--- config.mk ---
export PLATFORM = sky130hd
export DESIGN_NAME = swpb_ctrl
export DESIGN_NICKNAME = d
export VERILOG_FILES = /design/src/swpb_pkg.sv /design/src/swpb_ctrl.sv
export SDC_FILE = /design/constraint.sdc
export NUM_CORES = 1
export LEC_CHECK = 0
export ABC_CLOCK_PERIOD_IN_PS = 1470
export BUFFER_PORTS_ARGS = -buffer_cell sky130_fd_sc_hd__buf_2
export CAP_MARGIN = 15
export CORE_AREA = 2 2 39 41
export DETAILED_ROUTE_END_ITERATION = 8
export DIE_AREA = 0 0 41 43
export HOLD_SLACK_MARGIN = 0.03
export SLEW_MARGIN = 0
export SYNTH_ARGS = -nofsm -noshare
export SYNTH_HDL_FRONTEND = slang
export SYNTH_SLANG_ARGS = --single-unit
--- constraint.sdc ---
create_clock -name clk -period 1.47 [get_ports clk]
set_input_delay 0 -clock clk [delete_from_list [all_inputs] [get_ports clk]]
set_output_delay 0 -clock clk [all_outputs]
set_load 0.02 [all_outputs]
--- src/swpb_pkg.sv ---
// shared types and constants for the sliding window percent b block
`timescale 1ns / 1ps
package swpb_pkg;
	localparam int MaxWindow = 64;
	localparam int PriceBits = 24;
	localparam int SlotBits = 6;
	localparam int LenBits = 7;
	localparam int SumBits = 30;
	localparam int SqBits = 54;
	localparam int DevBits = 61;
	localparam logic [LenBits-1:0] LenReset = 7'd20;
	localparam logic signed [20:0] PbMax = 21'sd1048575;
	localparam logic signed [20:0] PbMin = -21'sd1048576;
	localparam logic signed [20:0] PbHalf = 21'sd32768;

	// controller commands to the datapath
	typedef struct packed {
		logic take;      // latch input item, start read of oldest entry
		logic update;    // update sums and ring
		logic prep;      // form deviation numerator
		logic div_start; // start a divide
		logic div_sel;   // 0: mean/var, 1: percent
		logic div_step;
		logic sqrt_start;
		logic sqrt_step;
		logic finish;    // build result
	} swpb_cmd_t;

	typedef struct packed {
		logic div_done;
		logic sqrt_done;
	} swpb_sts_t;
endpackage

--- src/swpb_ctrl.sv ---
// sequencer for one item
`timescale 1ns / 1ps
module swpb_ctrl (
	input  logic                clk,
	input  logic                arst_n,
	input  logic                in_fire,
	input  logic                out_free,
	input  swpb_pkg::swpb_sts_t sts,
	output swpb_pkg::swpb_cmd_t cmd,
	output logic                busy,
	output logic                done
);
	localparam logic [3:0] S_IDLE = 4'd0, S_READ = 4'd1, S_UPD = 4'd2, S_PREP = 4'd3,
		S_D0 = 4'd4, S_D0W = 4'd5, S_D1 = 4'd6, S_D1W = 4'd7, S_SQ = 4'd8,
		S_SQW = 4'd9, S_D2 = 4'd10, S_D2W = 4'd11, S_FIN = 4'd12, S_OUT = 4'd13;
	logic [3:0] st_q, st_d;
	always_comb begin
		cmd = '0;
		st_d = st_q;
		unique case (st_q)
			S_IDLE: if (in_fire) begin cmd.take = 1'b1; st_d = S_READ; end
			S_READ: st_d = S_UPD;
			S_UPD: begin cmd.update = 1'b1; st_d = S_PREP; end
			S_PREP: begin cmd.prep = 1'b1; st_d = S_D0; end
			S_D0: begin cmd.div_start = 1'b1; st_d = S_D0W; end
			S_D0W: begin cmd.div_step = 1'b1; if (sts.div_done) st_d = S_D1; end
			S_D1: begin cmd.div_start = 1'b1; st_d = S_D1W; end
			S_D1W: begin cmd.div_step = 1'b1; if (sts.div_done) st_d = S_SQ; end
			S_SQ: begin cmd.sqrt_start = 1'b1; st_d = S_SQW; end
			S_SQW: begin cmd.sqrt_step = 1'b1; if (sts.sqrt_done) st_d = S_D2; end
			S_D2: begin cmd.div_start = 1'b1; cmd.div_sel = 1'b1; st_d = S_D2W; end
			S_D2W: begin
				cmd.div_step = 1'b1; cmd.div_sel = 1'b1;
				if (sts.div_done) st_d = S_FIN;
			end
			S_FIN: if (out_free) begin cmd.finish = 1'b1; st_d = S_OUT; end
			S_OUT: st_d = S_IDLE;
			default: st_d = S_IDLE;
		endcase
	end
	assign busy = (st_q != S_IDLE);
	assign done = (st_q == S_OUT);
	always_ff @(posedge clk or negedge arst_n) begin
		if (!arst_n) st_q <= S_IDLE;
		else st_q <= st_d;
	end
endmodule

==> flow_metrics.tcl <==
set metrics [dict create \
    outcome "completed" \
    gp_congestion 0.8010 \
    leakage_nw 0.2416 \
    synth_cell_types 23 \
    die_w_um 41 \
    cp_top_family "flip-flops" \
    cts_tree "done" \
    cts_setup_buffers 0 \
    io_buffers 16 \
    p_per_area_mw_per_mm2 2359 \
    path_class "reg2out" \
    synthArstFlopShare_pct 100.0 \
    drt_iter0_markers 4 \
    drc 0 \
    ios 17 \
    worstSetupStartpointType "flip-flop" \
    vias 407 \
    clockBufferDepth 2 \
    register_area_um2 100.1 \
    antenna_found_initial 0 \
    clk_pin_slew_worst_paths_ns 0.04 \
    yosys_warnings 0 \
    largest_register_ffs 4 \
    n_fill_cell 158 \
    die_y_um 43 \
    fp.coreArea_mm2 0.001384 \
    path_buf_inv 2 \
    drive_above_1_share_pct 33.82 \
    synth-seq-area-share_pct 28.27 \
    cp.required_ns 1.47 \
    finalNetCount 76 \
    final.period_utilization_pct 89.50 \
    cap_viol_max_count 0 \
    synth_nets 56 \
    synthTopCellsByCount "nor2_1, a21oi_1, buf_2, dfrtp_1" \
    grt_pass1_wl_um 1407 \
    fin_worst_skew_ns 0.003467 \
    dr.pass1.iters 3 \
    largestRegisters "st_q: 4 flops" \
    relSlewSlack_pct 77.41 \
    synthDominantCellAreaShare_pct 28.27 \
    setup_tns_ns 0 \
    min_path_type "in2reg" \
    setup_viol 0 \
    pre_cts_ws_ns 0.2590 \
    synth_seq_cells 4 \
    rsz0062_at_grt "false" \
    postCtsResizedCells 0 \
    crit_arrival_ns 1.32 \
    synth_edf_count 0 \
    htreeDepth 1 \
    initial_utilization_pct 25.59 \
    clkLatencyLatePin_ns 0.24 \
    holdWs_ns 0.07309 \
    cpMaxStageDelayCell "dfrtp_1" \
    grt_pass1_vias 366 \
    grt_usage_pct 11.96 \
    worstPathMaxFanout 8 \
    dp_hpwl_um 679.2 \
    worst_pin_slew_ns 0.3388 \
    irDropWorstVdd_uv 671.4 \
    clock-sinks 4 \
    diodes 0 \
    syn_avg_cell_area_um2 7.082 \
    finalMaxSlewViolations 0 \
    fp-row-count 14 \
    layout_setup_ws_ns 0.1544 \
    synth_top_flop_cell "dfrtp_1" \
    syn_area_um2 354.1 \
    yosysMostFrequentCell "nor2_1" \
    ant_nets 0 \
    cts-root-buf "clkbuf_4" \
    area_growth_pct 36.04 \
    routed_via_density 4.845 \
    regMostFlops "st_q" \
    clock.fmax_ghz 0.7601 \
    hold_viol 0 \
    end_kind "output pin" \
    grt_remaining_overflow 0 \
    wire_per_inst_um 10.33 \
    slowest_delay_ns 0.43 \
    synth_area_leaders "dfrtp_1, nor2_1, a21oi_1" \
    cts_buffers 3 \
    synth_cells 50 \
    routed_wl_um 868 \
    multi_input_area_um2 219.0 \
    cp_cell_sequence "buf_4 > nor4b_1 > buf_2" \
    synth_top_area_cell "dfrtp_1" \
    min_period_ns 1.316 \
    die-area_mm2 0.001763 \
    grt_max_degree 13 \
]
worst reg2reg max path, delay by kind of cell (launching register included):
family,cells,cell delay [ns]
DFF,1,0.47
AOI/OAI and AO/OA,2,0.43
and+or+nand+nor,1,0.20
routing by layer:
layer  track usage (%)  wire length [um]
met4             12.00                14
met2             16.88               449
met5                 0                 0
met1             14.19               369
met3             1.571                35
layout make-up:
type / count / area share [%]
Clock buffer: 3 / 4.675
Sequential cell: 4 / 20.78
Timing Repair Buffer: 19 / 21.82
Tap cell: 16 / 4.156
Inverter: 4 / 3.117
Multi-Input combinational cell: 38 / 45.45
report_power, final:
part | switching (mW) | internal [mW]
registers | 0.124 | 0.170
logic | 0.393 | 0.310
clock network | 0.0474 | 0.0915
total | 0.565 | 0.572
cells by family (layout without fill, tap and decap cells):
family | count (synthesis) | count (layout) | synth area share, %
multiplexers | 1 | 1 | 3.180
AND/OR/NAND/NOR | 22 | 22 | 30.74
flip-flops | 4 | 4 | 28.27
AO/OA/AOI/OAI | 15 | 15 | 27.91
buffers and inverters | 8 | 26 | 9.893
worst paths after layout:
check                      endpoint  slack, ns  startpoint  cells past startpoint
setup / recovery             cmd[7]       0.15     st_q[2]                      3
setup reg to reg            st_q[0]       0.25     st_q[1]                      3
hold reg to reg             st_q[1]       0.76     st_q[1]                      1
max in group asynchronous   st_q[2]       1.25      arst_n                      2
min in group asynchronous   st_q[1]       0.10      arst_n                      2
hold / removal              st_q[3]       0.07      sts[1]                      2
through the flow:
step / util (%) / power (mW) / cells / instance area, um2
after floorplan: - / 0.8201 / 50 / 354.1
after global placement: 32.46 / 1.000 / 80 / 449.2
after detailed placement: 32.46 / 1.004 / 80 / 449.2
after CTS: 34.81 / 1.153 / 84 / 481.7
after global routing: 34.81 / 1.231 / 84 / 481.7
final: 34.81 / 1.136 / 84 / 481.7
layout by cell type, fill, tap and decap left out:
cell	n
nor3_1	1
nand3b_1	1
buf_2	16
mux2_2	1
nand2b_2	1
or3b_1	1
a21boi_1	1
o32a_1	1
nand3_1	1
inv_1	3
dfrtp_1	4
nor2_1	11
clkbuf_4	3
buf_4	2
a2bb2oi_1	1
a22o_1	1
a21boi_0	1
o221a_1	1
a21oi_1	5
o21ai_1	3
nor4b_1	1
nand2b_1	2
clkinv_1	1
o21ai_0	1
nand2_1	3
dlygate4sd3_1	1
what timing repair did:
item | 4_1_cts | 5_1_grt
hold buffers | 1 | 0
endpoints found under the hold margin | 4 | 0
endpoints found under the setup margin | 0 | 0
Note: power is estimated with default switching activity, not from simulation.
